--- config.mk ---
export PLATFORM = sky130hd
export DESIGN_NAME = sntp_client_engine
export DESIGN_NICKNAME = d
export VERILOG_FILES = /design/src/rtl/sntp_pkg.sv /design/src/rtl/sntp_regs.sv /design/src/rtl/sntp_front.sv /design/src/rtl/sntp_cmd_fifo.sv /design/src/rtl/sntp_back.sv /design/src/rtl/sntp_client_engine.sv
export SDC_FILE = /design/constraint.sdc
export NUM_CORES = 1
export LEC_CHECK = 0
export BUFFER_PORTS_ARGS = -buffer_cell sky130_fd_sc_hd__buf_2
export CORE_UTILIZATION = 40
export DETAILED_ROUTE_END_ITERATION = 10
export SETUP_SLACK_MARGIN = 0.15
export SYNTH_ARGS = -nofsm -noshare
export SYNTH_HDL_FRONTEND = slang
export SYNTH_SLANG_ARGS = --single-unit
--- constraint.sdc ---
create_clock -name i_clk -period 7.8 [get_ports i_clk]
set_input_delay 0.78 -clock i_clk [delete_from_list [all_inputs] [get_ports i_clk]]
set_output_delay 0.78 -clock i_clk [all_outputs]
set_load 0.02 [all_outputs]
--- src/rtl/sntp_pkg.sv ---
package sntp_pkg;

    localparam int unsigned CMD_DEPTH = 4;
    localparam int unsigned CMD_PTR_W = $clog2(CMD_DEPTH);
    localparam int unsigned CMD_CNT_W = CMD_PTR_W + 1;

    localparam int unsigned ELAPSED_W = 22;
    localparam int unsigned RX_CNT_W  = 6;
    localparam int unsigned PROD_W    = 42;
    localparam int unsigned MS_W      = 41;

    localparam logic [7:0]            REQ_FIRST    = 8'h23;
    localparam logic [RX_CNT_W-1:0]   PKT_LEN      = 6'd48;
    localparam logic [RX_CNT_W-1:0]   PKT_LAST     = 6'd47;
    localparam logic [RX_CNT_W-1:0]   STAMP_START  = 6'd40;
    localparam logic [31:0]           UNIX_OFFSET  = 32'd2208988800;
    localparam logic [9:0]            MS_PER_S     = 10'd1000;
    localparam logic [ELAPSED_W-1:0]  ELAPSED_MAX  = '1;

    localparam logic [31:0]           RST_SERVER_ADDR = 32'd0;
    localparam logic [15:0]           RST_SERVER_PORT = 16'd123;
    localparam logic [ELAPSED_W-1:0]  RST_TIMEOUT     = 22'd3000000;
    localparam logic [2:0]            RST_RETRIES     = 3'd3;

    typedef enum logic [1:0] {
        REQ_START = 2'd0,
        REQ_TICK  = 2'd1,
        REQ_BYTE  = 2'd2
    } t_req_type;

    typedef enum logic {
        OUT_TX     = 1'b0,
        OUT_FINISH = 1'b1
    } t_out_kind;

    typedef enum logic [1:0] {
        ST_OK      = 2'd0,
        ST_BAD     = 2'd1,
        ST_TIMEOUT = 2'd2
    } t_status;

    typedef enum logic [1:0] {
        REG_SERVER_ADDR = 2'd0,
        REG_SERVER_PORT = 2'd1,
        REG_TIMEOUT     = 2'd2,
        REG_RETRIES     = 2'd3
    } t_reg_idx;

    typedef enum logic [1:0] {
        BK_IDLE,
        BK_SEND,
        BK_MUL
    } t_back_state;

    typedef struct packed {
        logic [31:0]          server_addr;
        logic [15:0]          server_port;
        logic [ELAPSED_W-1:0] timeout_ticks;
        logic [2:0]           max_retries;
    } t_cfg;

    // one command for the back end: a full request or a finish
    typedef struct packed {
        t_out_kind   kind;
        t_status     status;
        logic [31:0] sec_off;
        logic [31:0] frac;
    } t_cmd;

endpackage

--- src/rtl/sntp_regs.sv ---
module sntp_regs (
    input  logic              i_clk,
    input  logic              i_rst_n,
    input  logic              psel,
    input  logic              penable,
    input  logic              pwrite,
    input  logic [3:0]        paddr,
    input  logic [31:0]       pwdata,
    output logic [31:0]       prdata,
    output logic              pready,
    output sntp_pkg::t_cfg    o_cfg
);
    import sntp_pkg::*;

    t_cfg     r_cfg;
    t_reg_idx w_idx;
    logic     w_wr;

    assign w_idx  = t_reg_idx'(paddr[3:2]);
    assign w_wr   = psel && penable && pwrite;
    assign pready = 1'b1;
    assign o_cfg  = r_cfg;

    always_ff @(posedge i_clk) begin
        if (!i_rst_n) begin
            r_cfg.server_addr   <= RST_SERVER_ADDR;
            r_cfg.server_port   <= RST_SERVER_PORT;
            r_cfg.timeout_ticks <= RST_TIMEOUT;
            r_cfg.max_retries   <= RST_RETRIES;
        end else if (w_wr) begin
            unique case (w_idx)
                REG_SERVER_ADDR: r_cfg.server_addr   <= pwdata;
                REG_SERVER_PORT: r_cfg.server_port   <= pwdata[15:0];
                REG_TIMEOUT:     r_cfg.timeout_ticks <= pwdata[ELAPSED_W-1:0];
                REG_RETRIES:     r_cfg.max_retries   <= pwdata[2:0];
            endcase
        end
    end

    always_comb begin
        unique case (w_idx)
            REG_SERVER_ADDR: prdata = r_cfg.server_addr;
            REG_SERVER_PORT: prdata = {16'd0, r_cfg.server_port};
            REG_TIMEOUT:     prdata = {{(32-ELAPSED_W){1'b0}}, r_cfg.timeout_ticks};
            REG_RETRIES:     prdata = {29'd0, r_cfg.max_retries};
        endcase
    end

endmodule

--- src/rtl/sntp_front.sv ---
module sntp_front (
    input  logic              i_clk,
    input  logic              i_rst_n,
    input  sntp_pkg::t_cfg    i_cfg,
    input  logic              i_fire,
    input  logic [1:0]        i_req_type,
    input  logic [7:0]        i_rx_byte,
    input  logic              i_rx_first,
    input  logic              i_rx_last,
    input  logic [15:0]       i_rx_port,
    input  logic [31:0]       i_rx_addr,
    output logic              o_push,
    output sntp_pkg::t_cmd    o_cmd
);
    import sntp_pkg::*;

    logic                 r_phase,        n_phase;
    logic [2:0]           r_retry,        n_retry;
    logic [ELAPSED_W-1:0] r_elapsed,      n_elapsed;
    logic [RX_CNT_W-1:0]  r_rx_count,     n_rx_count;
    logic                 r_rx_match,     n_rx_match;
    logic [7:0]           r_header_first, n_header_first;
    logic [7:0]           r_header_strat, n_header_strat;
    logic [63:0]          r_stamp,        n_stamp;

    always_ff @(posedge i_clk) begin
        if (!i_rst_n) begin
            r_phase        <= 1'b0;
            r_retry        <= '0;
            r_elapsed      <= '0;
            r_rx_count     <= '0;
            r_rx_match     <= 1'b0;
            r_header_first <= '0;
            r_header_strat <= '0;
            r_stamp        <= '0;
        end else begin
            r_phase        <= n_phase;
            r_retry        <= n_retry;
            r_elapsed      <= n_elapsed;
            r_rx_count     <= n_rx_count;
            r_rx_match     <= n_rx_match;
            r_header_first <= n_header_first;
            r_header_strat <= n_header_strat;
            r_stamp        <= n_stamp;
        end
    end

    always_comb begin
        logic [2:0]  mode;
        logic [31:0] sec;
        logic        bad;
        n_phase        = r_phase;
        n_retry        = r_retry;
        n_elapsed      = r_elapsed;
        n_rx_count     = r_rx_count;
        n_rx_match     = r_rx_match;
        n_header_first = r_header_first;
        n_header_strat = r_header_strat;
        n_stamp        = r_stamp;
        o_push         = 1'b0;
        o_cmd          = '{kind: OUT_TX, status: ST_OK, sec_off: '0, frac: '0};

        if (i_fire) begin
            unique case (i_req_type)
                REQ_START: begin
                    n_phase    = 1'b1;
                    n_retry    = '0;
                    n_elapsed  = '0;
                    n_rx_count = '0;
                    n_rx_match = 1'b0;
                    o_push     = 1'b1;
                end
                REQ_TICK: begin
                    if (r_phase) begin
                        if (r_elapsed != ELAPSED_MAX) begin
                            n_elapsed = r_elapsed + 1'b1;
                        end
                        if (n_elapsed >= i_cfg.timeout_ticks) begin
                            o_push = 1'b1;
                            if (r_retry >= i_cfg.max_retries) begin
                                o_cmd.kind   = OUT_FINISH;
                                o_cmd.status = ST_TIMEOUT;
                                n_phase      = 1'b0;
                                n_rx_count   = '0;
                                n_rx_match   = 1'b0;
                            end else begin
                                n_retry   = r_retry + 1'b1;
                                n_elapsed = '0;
                            end
                        end
                    end
                end
                REQ_BYTE: begin
                    if (r_phase) begin
                        if (i_rx_first) begin
                            n_rx_count = '0;
                            n_rx_match = (i_rx_port == i_cfg.server_port) &&
                                         (i_rx_addr == i_cfg.server_addr);
                        end
                        if (n_rx_match && n_rx_count < PKT_LEN) begin
                            if (n_rx_count == '0) begin
                                n_header_first = i_rx_byte;
                            end else if (n_rx_count == RX_CNT_W'(1)) begin
                                n_header_strat = i_rx_byte;
                            end else if (n_rx_count >= STAMP_START) begin
                                n_stamp = {r_stamp[55:0], i_rx_byte};
                            end
                            n_rx_count = n_rx_count + 1'b1;
                        end
                        if (i_rx_last) begin
                            if (n_rx_match && n_rx_count >= PKT_LEN) begin
                                o_push     = 1'b1;
                                o_cmd.kind = OUT_FINISH;
                                n_phase    = 1'b0;
                            end
                            n_rx_count = '0;
                            n_rx_match = 1'b0;
                        end
                    end
                end
                default: begin
                end
            endcase
        end

        // header and timestamp checks on a complete reply
        mode = n_header_first[2:0];
        sec  = n_stamp[63:32];
        bad  = (n_header_first[7:6] == 2'b11) || (n_header_strat == 8'd0) ||
               (mode != 3'd4 && mode != 3'd5) || (sec < UNIX_OFFSET);
        if (o_push && o_cmd.kind == OUT_FINISH && o_cmd.status != ST_TIMEOUT) begin
            if (bad) begin
                o_cmd.status = ST_BAD;
            end else begin
                o_cmd.status  = ST_OK;
                o_cmd.sec_off = sec - UNIX_OFFSET;
                o_cmd.frac    = n_stamp[31:0];
            end
        end
    end

endmodule

--- src/rtl/sntp_cmd_fifo.sv ---
module sntp_cmd_fifo (
    input  logic              i_clk,
    input  logic              i_rst_n,
    input  logic              i_push,
    input  sntp_pkg::t_cmd    i_cmd,
    input  logic              i_pop,
    output sntp_pkg::t_cmd    o_cmd,
    output logic              o_empty,
    output logic              o_full
);
    import sntp_pkg::*;

    t_cmd                 r_mem [CMD_DEPTH];
    logic [CMD_PTR_W-1:0] r_wr_ptr, r_rd_ptr;
    logic [CMD_CNT_W-1:0] r_count;

    function automatic logic [CMD_PTR_W-1:0] ptr_inc(input logic [CMD_PTR_W-1:0] p);
        return (p == CMD_PTR_W'(CMD_DEPTH - 1)) ? '0 : p + 1'b1;
    endfunction

    assign o_cmd   = r_mem[r_rd_ptr];
    assign o_empty = (r_count == '0);
    assign o_full  = (r_count == CMD_CNT_W'(CMD_DEPTH));

    always_ff @(posedge i_clk) begin
        if (i_push) begin
            r_mem[r_wr_ptr] <= i_cmd;
        end
    end

    always_ff @(posedge i_clk) begin
        if (!i_rst_n) begin
            r_wr_ptr <= '0;
            r_rd_ptr <= '0;
            r_count  <= '0;
        end else begin
            if (i_push) begin
                r_wr_ptr <= ptr_inc(r_wr_ptr);
            end
            if (i_pop) begin
                r_rd_ptr <= ptr_inc(r_rd_ptr);
            end
            if (i_push && !i_pop) begin
                r_count <= r_count + 1'b1;
            end else if (i_pop && !i_push) begin
                r_count <= r_count - 1'b1;
            end
        end
    end

    a_no_overflow: assert property (@(posedge i_clk) disable iff (!i_rst_n)
        o_full |-> !i_push)
        else $error("command pushed into a full queue");

    a_no_underflow: assert property (@(posedge i_clk) disable iff (!i_rst_n)
        o_empty |-> !i_pop)
        else $error("command popped from an empty queue");

endmodule

--- src/rtl/sntp_back.sv ---
module sntp_back (
    input  logic              i_clk,
    input  logic              i_rst_n,
    input  sntp_pkg::t_cmd    i_cmd,
    input  logic              i_empty,
    output logic              o_pop,
    output logic              o_out_valid,
    input  logic              i_out_stall,
    output logic              o_out_kind,
    output logic [7:0]        o_tx_byte,
    output logic              o_tx_last,
    output logic [1:0]        o_sync_status,
    output logic [40:0]       o_unix_ms
);
    import sntp_pkg::*;

    t_back_state          r_state, n_state;
    logic [RX_CNT_W-1:0]  r_cnt, n_cnt;
    logic [PROD_W-1:0]    r_prod_s, r_prod_f;
    t_status              r_fin_status;
    logic                 r_out_valid, n_out_valid;
    t_out_kind            r_out_kind, n_out_kind;
    logic [7:0]           r_tx_byte, n_tx_byte;
    logic                 r_tx_last, n_tx_last;
    t_status              r_status, n_status;
    logic [MS_W-1:0]      r_unix_ms, n_unix_ms;
    logic                 w_out_free;
    logic                 w_load_mul;

    assign w_out_free    = !r_out_valid || !i_out_stall;
    assign o_out_valid   = r_out_valid;
    assign o_out_kind    = r_out_kind;
    assign o_tx_byte     = r_tx_byte;
    assign o_tx_last     = r_tx_last;
    assign o_sync_status = r_status;
    assign o_unix_ms     = r_unix_ms;

    always_ff @(posedge i_clk) begin
        if (!i_rst_n) begin
            r_state     <= BK_IDLE;
            r_cnt       <= '0;
            r_out_valid <= 1'b0;
        end else begin
            r_state     <= n_state;
            r_cnt       <= n_cnt;
            r_out_valid <= n_out_valid;
        end
    end

    // products of the finish conversion, one multiply each
    always_ff @(posedge i_clk) begin
        if (w_load_mul) begin
            r_prod_s     <= PROD_W'(i_cmd.sec_off) * PROD_W'(MS_PER_S);
            r_prod_f     <= PROD_W'(i_cmd.frac) * PROD_W'(MS_PER_S);
            r_fin_status <= i_cmd.status;
        end
    end

    always_ff @(posedge i_clk) begin
        r_out_kind <= n_out_kind;
        r_tx_byte  <= n_tx_byte;
        r_tx_last  <= n_tx_last;
        r_status   <= n_status;
        r_unix_ms  <= n_unix_ms;
    end

    always_comb begin
        n_state     = r_state;
        n_cnt       = r_cnt;
        n_out_valid = r_out_valid && i_out_stall;
        n_out_kind  = r_out_kind;
        n_tx_byte   = r_tx_byte;
        n_tx_last   = r_tx_last;
        n_status    = r_status;
        n_unix_ms   = r_unix_ms;
        o_pop       = 1'b0;
        w_load_mul  = 1'b0;

        unique case (r_state)
            BK_IDLE: begin
                if (!i_empty) begin
                    o_pop = 1'b1;
                    if (i_cmd.kind == OUT_TX) begin
                        n_state = BK_SEND;
                        n_cnt   = '0;
                    end else begin
                        n_state    = BK_MUL;
                        w_load_mul = 1'b1;
                    end
                end
            end
            BK_SEND: begin
                if (w_out_free) begin
                    n_out_valid = 1'b1;
                    n_out_kind  = OUT_TX;
                    n_tx_byte   = (r_cnt == '0) ? REQ_FIRST : 8'd0;
                    n_tx_last   = (r_cnt == PKT_LAST);
                    n_status    = ST_OK;
                    n_unix_ms   = '0;
                    n_cnt       = r_cnt + 1'b1;
                    if (r_cnt == PKT_LAST) begin
                        n_state = BK_IDLE;
                    end
                end
            end
            BK_MUL: begin
                if (w_out_free) begin
                    n_out_valid = 1'b1;
                    n_out_kind  = OUT_FINISH;
                    n_tx_byte   = 8'd0;
                    n_tx_last   = 1'b0;
                    n_status    = r_fin_status;
                    // operands are zero for a failed sync, so the sum is zero too
                    n_unix_ms   = MS_W'(r_prod_s + PROD_W'(r_prod_f[PROD_W-1:32]));
                    n_state     = BK_IDLE;
                end
            end
            default: begin
                n_state = BK_IDLE;
            end
        endcase
    end

    a_finish_clean: assert property (@(posedge i_clk) disable iff (!i_rst_n)
        r_out_valid && r_out_kind == OUT_FINISH |-> r_tx_byte == 8'd0 && !r_tx_last)
        else $error("finish result carries request byte fields");

    a_ms_only_ok: assert property (@(posedge i_clk) disable iff (!i_rst_n)
        r_out_valid && r_status != ST_OK |-> r_unix_ms == '0)
        else $error("time reported with a failed status");

    a_pop_idle: assert property (@(posedge i_clk) disable iff (!i_rst_n)
        o_pop |-> r_state == BK_IDLE)
        else $error("command taken while busy");

endmodule

--- src/rtl/sntp_client_engine.sv ---
// sntp client engine
// input channel (i_in_valid / o_in_stall): one request per cycle unless stalled.
// a start request queues a 48-byte sntp request, a tick advances the reply
// timer, a reply byte is checked against the configured server and collected.
// output channel (o_out_valid / i_out_stall): request bytes to transmit
// (o_out_kind 0, 0x23 then zeros, o_tx_last on byte 48) and one finish result
// (o_out_kind 1) with status ok, bad reply or timeout and unix milliseconds.
// the first result of a request passes the command queue, the sequencer state
// and the output register before it is shown. ticks and reply bytes are taken
// every cycle unless stalled; a request send occupies the output for its 48
// bytes, then the next command is fetched; a finish passes a multiply register.
// a four-entry command queue sits between the front end and the output
// sequencer; o_in_stall rises only while that queue is full.
// when the receiver stalls, the output register holds its result and the
// sequencer waits; the front end goes on until the queue fills.
// reset (synchronous, active low) returns to idle, empties the queue and loads
// the register defaults: server 0:123, timeout 3000000 ticks, 3 retries.
module sntp_client_engine (
    input  logic        i_clk,
    input  logic        i_rst_n,
    input  logic        psel,
    input  logic        penable,
    input  logic        pwrite,
    input  logic [3:0]  paddr,
    input  logic [31:0] pwdata,
    output logic [31:0] prdata,
    output logic        pready,
    input  logic        i_in_valid,
    output logic        o_in_stall,
    input  logic [1:0]  i_req_type,
    input  logic [7:0]  i_rx_byte,
    input  logic        i_rx_first,
    input  logic        i_rx_last,
    input  logic [15:0] i_rx_port,
    input  logic [31:0] i_rx_addr,
    output logic        o_out_valid,
    input  logic        i_out_stall,
    output logic        o_out_kind,
    output logic [7:0]  o_tx_byte,
    output logic        o_tx_last,
    output logic [1:0]  o_sync_status,
    output logic [40:0] o_unix_ms
);
    import sntp_pkg::*;

    t_cfg w_cfg;
    t_cmd w_push_cmd, w_head_cmd;
    logic w_push, w_pop, w_empty, w_full, w_fire;

    assign o_in_stall = w_full;
    assign w_fire     = i_in_valid && !w_full;

    sntp_regs u_regs (
        .i_clk   (i_clk),
        .i_rst_n (i_rst_n),
        .psel    (psel),
        .penable (penable),
        .pwrite  (pwrite),
        .paddr   (paddr),
        .pwdata  (pwdata),
        .prdata  (prdata),
        .pready  (pready),
        .o_cfg   (w_cfg)
    );

    sntp_front u_front (
        .i_clk      (i_clk),
        .i_rst_n    (i_rst_n),
        .i_cfg      (w_cfg),
        .i_fire     (w_fire),
        .i_req_type (i_req_type),
        .i_rx_byte  (i_rx_byte),
        .i_rx_first (i_rx_first),
        .i_rx_last  (i_rx_last),
        .i_rx_port  (i_rx_port),
        .i_rx_addr  (i_rx_addr),
        .o_push     (w_push),
        .o_cmd      (w_push_cmd)
    );

    sntp_cmd_fifo u_fifo (
        .i_clk   (i_clk),
        .i_rst_n (i_rst_n),
        .i_push  (w_push),
        .i_cmd   (w_push_cmd),
        .i_pop   (w_pop),
        .o_cmd   (w_head_cmd),
        .o_empty (w_empty),
        .o_full  (w_full)
    );

    sntp_back u_back (
        .i_clk         (i_clk),
        .i_rst_n       (i_rst_n),
        .i_cmd         (w_head_cmd),
        .i_empty       (w_empty),
        .o_pop         (w_pop),
        .o_out_valid   (o_out_valid),
        .i_out_stall   (i_out_stall),
        .o_out_kind    (o_out_kind),
        .o_tx_byte     (o_tx_byte),
        .o_tx_last     (o_tx_last),
        .o_sync_status (o_sync_status),
        .o_unix_ms     (o_unix_ms)
    );

endmodule

==> results.md <==
- Share of cells above drive strength 1: 0.122
- Sink Count: 564
- Status: finished, final reports clean
- Crit-path slowest cell: or4b_2
- Sequential-to-total area share from yosys stat: 0.426
- Initial antenna violation count: 12
- WL met2: 36.3 mm
- I/O pin cnt: 191
- Highest Signal Layer: met5
- Area Growth Syn to Fin: 12.2%
- Yosys warns: 0
- Seq cells post-synth: 564
- Cell Area, Synth: 35000 µm²
- CTS Buf Count: 67
- DRC viols: 0
- M1 WL: 33.9 mm
- Avg Inst Size Synth: 11.2 µm²
- # H-tree levels: 3
- Number of synthesized flops with an enable pin: 364
- Area of the die: 88700 µm²
- Die Height: 298 µm
- Tmin final: 6.56 ns
- Row count: 108
- Asr flop ratio synth: 0
- Largest net degree at the start of global routing: 68
- Max Cap Violations: 0
- Register Area: 14900 µm²
- Leading area contributor after synthesis: edfxtp_1
- Synth area leaders: edfxtp_1 (31%), fa_1 (14%), dfxtp_1 (11%), ha_1 (7.8%), mux4_2 (4.5%)
- Initial DRC Count: 1135
- Hold/Removal Path Class: in2reg
- Min Hold Slack: 0.410 ns
- First-pass GRT wire length: 124 mm
- F_max: 0.152 GHz
- Fin Setup TNS: 0 ns
- Root Buffer: clkbuf_16
- Slew margin rel.: 0.235
- Pre-CTS WS: 1.16 ns
- Worst skew pair latency: 0.61 ns
- Worst setup path category: reg2reg
- Clock transition at path regs: 0.06 ns
- Final Worst Setup Slack: 1.24 ns
- Worst slew pin tran: 1.15 ns
- Drt total wl: 76.1 mm
- Slowest stage delay, CP: 0.62 ns
- Cells after Synth: 3132
- Final hold vios: 0
- CP Launch Type: flop
- Worst Path Max Fanout: 15
- Pins Over Slew Limit: 0
- Post-CTS Setup Bufs: 0
- Crit path DAT: 6.96 ns
- First-pass DRT Iterations: 5
- Die W: 298 µm
- Req. time, crit path: 8.20 ns
- # hold bufs at CTS: 0
- Total track usage: 0.174
- CTS resizes: 0
- Clk buf depth: 3
- DR WL met3: 3.94 mm
- CTS tree: done
- Main synth FF type: edfxtp_1
- Critical path endpoint category: flop
- I/O Buffers: 182
- Setup Skew: 0.0250 ns
- Top-count cell post-synth: inv_1
- Multi-input logic area: 18100 µm²
- Period Utilization, post-route: 0.842
- Post-synth top area share: 0.312
- RSZ-0062 raised after global routing: no
- Vias: 22800
- Post-synth top cells: inv_1 (401), edfxtp_1 (364), nand2_1 (266), fa_1 (237), nor2_1 (231)
- Via density: 5.06
- Netlist cell types: 76
- HPWL after DPL: 55.6 mm
- CP Cell Sequence: buf_4 > mux4_2 > inv_1 > fa_1 > fa_1 > inv_1 > fa_1 > inv_1 > fa_1 > inv_1 > ha_1 > nand4_1 > nor2_1 > a311oi_1 > a21oi_1 > o311a_1 > o41a_1 > or4b_2 > o311ai_0
- Overflow after GRT: 0
- Starting density of the core: 0.404
- RePlAce Congestion: 0.871
- Final setup fails: 0
- Routed wire per std cell: 16.9 µm
- Number of global-route vias before repair: 23100
- CORE AREA: 86800 µm²
- Antenna Nets Post-Route: 0
- Fill cells: 8099
- Final #Nets: 3843
[area by class of cell]
cell class                      count  share of cell area
Clock buffer                       90              0.0464
Timing Repair Buffer              205              0.0282
Antenna cell                        1           0.0000637
Inverter                          401              0.0384
Sequential cell                   564               0.380
Clock inverter                     33              0.0100
Tap cell                         1155              0.0368
Multi-Input combinational cell   2047               0.460
[registers in the layout (all words and copies together), names as in the netlist, 8 cells and up, named ones only]
name                    flops
u_regs.o_cfg               73
u_front.r_header_strat      8
u_back.r_prod_s            38
u_fifo.r_mem              268
u_front.r_elapsed          22
u_front.r_stamp            64
u_back.o_unix_ms           41
u_back.r_prod_f            10
[layer usage]
metal,vias to the layer above,global-route usage
li1,11200,-
met1,11000,0.224
met2,438,0.293
met3,125,0.0391
met4,18,0.0440
met5,-,0
[kinds of logic (layout without fill, tap and decap cells)]
group / count (synthesis) / after routing / share of synthesized area
buffers and inverters: 525 / 729 / 0.0589
XOR/XNOR: 145 / 145 / 0.0363
other: 2 / 7 / 0.000214
AO/OA/AOI/OAI: 442 / 442 / 0.0792
AND/OR/NAND/NOR: 826 / 826 / 0.111
adder cells (fa/ha/maj): 454 / 454 / 0.213
multiplexers: 174 / 174 / 0.0748
flip-flops: 564 / 564 / 0.426
[through the flow]
step	cell area, µm²	instances	util
2_1_floorplan	35000	3136	-
3_3_place_gp	37100	4372	0.427
3_5_place_dp	37100	4372	0.427
4_1_cts	39300	4495	0.453
5_1_grt	39300	4495	0.453
6_report	39300	4496	0.453
[layout by cell type, fill, tap and decap left out, types with 70 or more instances in the layout]
| cell | instances |
|---|---|
| nand2_1 | 266 |
| fa_1 | 237 |
| buf_2 | 182 |
| xor2_1 | 82 |
| o21ai_0 | 82 |
| nor2_1 | 231 |
| edfxtp_1 | 364 |
| mux2i_1 | 102 |
| dfxtp_1 | 198 |
| mux4_2 | 70 |
| inv_1 | 400 |
| nand3_1 | 71 |
| ha_1 | 217 |
| a21oi_1 | 170 |
[worst max-delay path: cells and delay by family (launching register included)]
| family | cells | cell delay (ns) |
|---|---|---|
| fa+ha+maj | 5 | 2.32 |
| compound gates | 5 | 1.26 |
| buf+inv | 5 | 0.72 |
| flops | 1 | 0.56 |
| simple gates | 3 | 0.89 |
| mux | 1 | 0.58 |
[path summary, 6_finish.rpt]
kind	start	end	slack [ns]	cells after the start
setup / recovery	flop	u_back.r_prod_f[40]$_DFFE_PP_	1.24	19
hold / removal	pwdata[25]	u_regs.o_cfg[66]$_SDFFE_PN0P_	0.41	3
setup reg to reg	flop	u_back.r_prod_f[40]$_DFFE_PP_	1.24	19
hold reg to reg	u_regs.o_cfg[67]$_SDFFE_PN0P_	u_regs.o_cfg[67]$_SDFFE_PN0P_	0.47	2
Power is not shown: default switching activity piles up to over one toggle a cycle in this logic, so the estimate is an artifact.
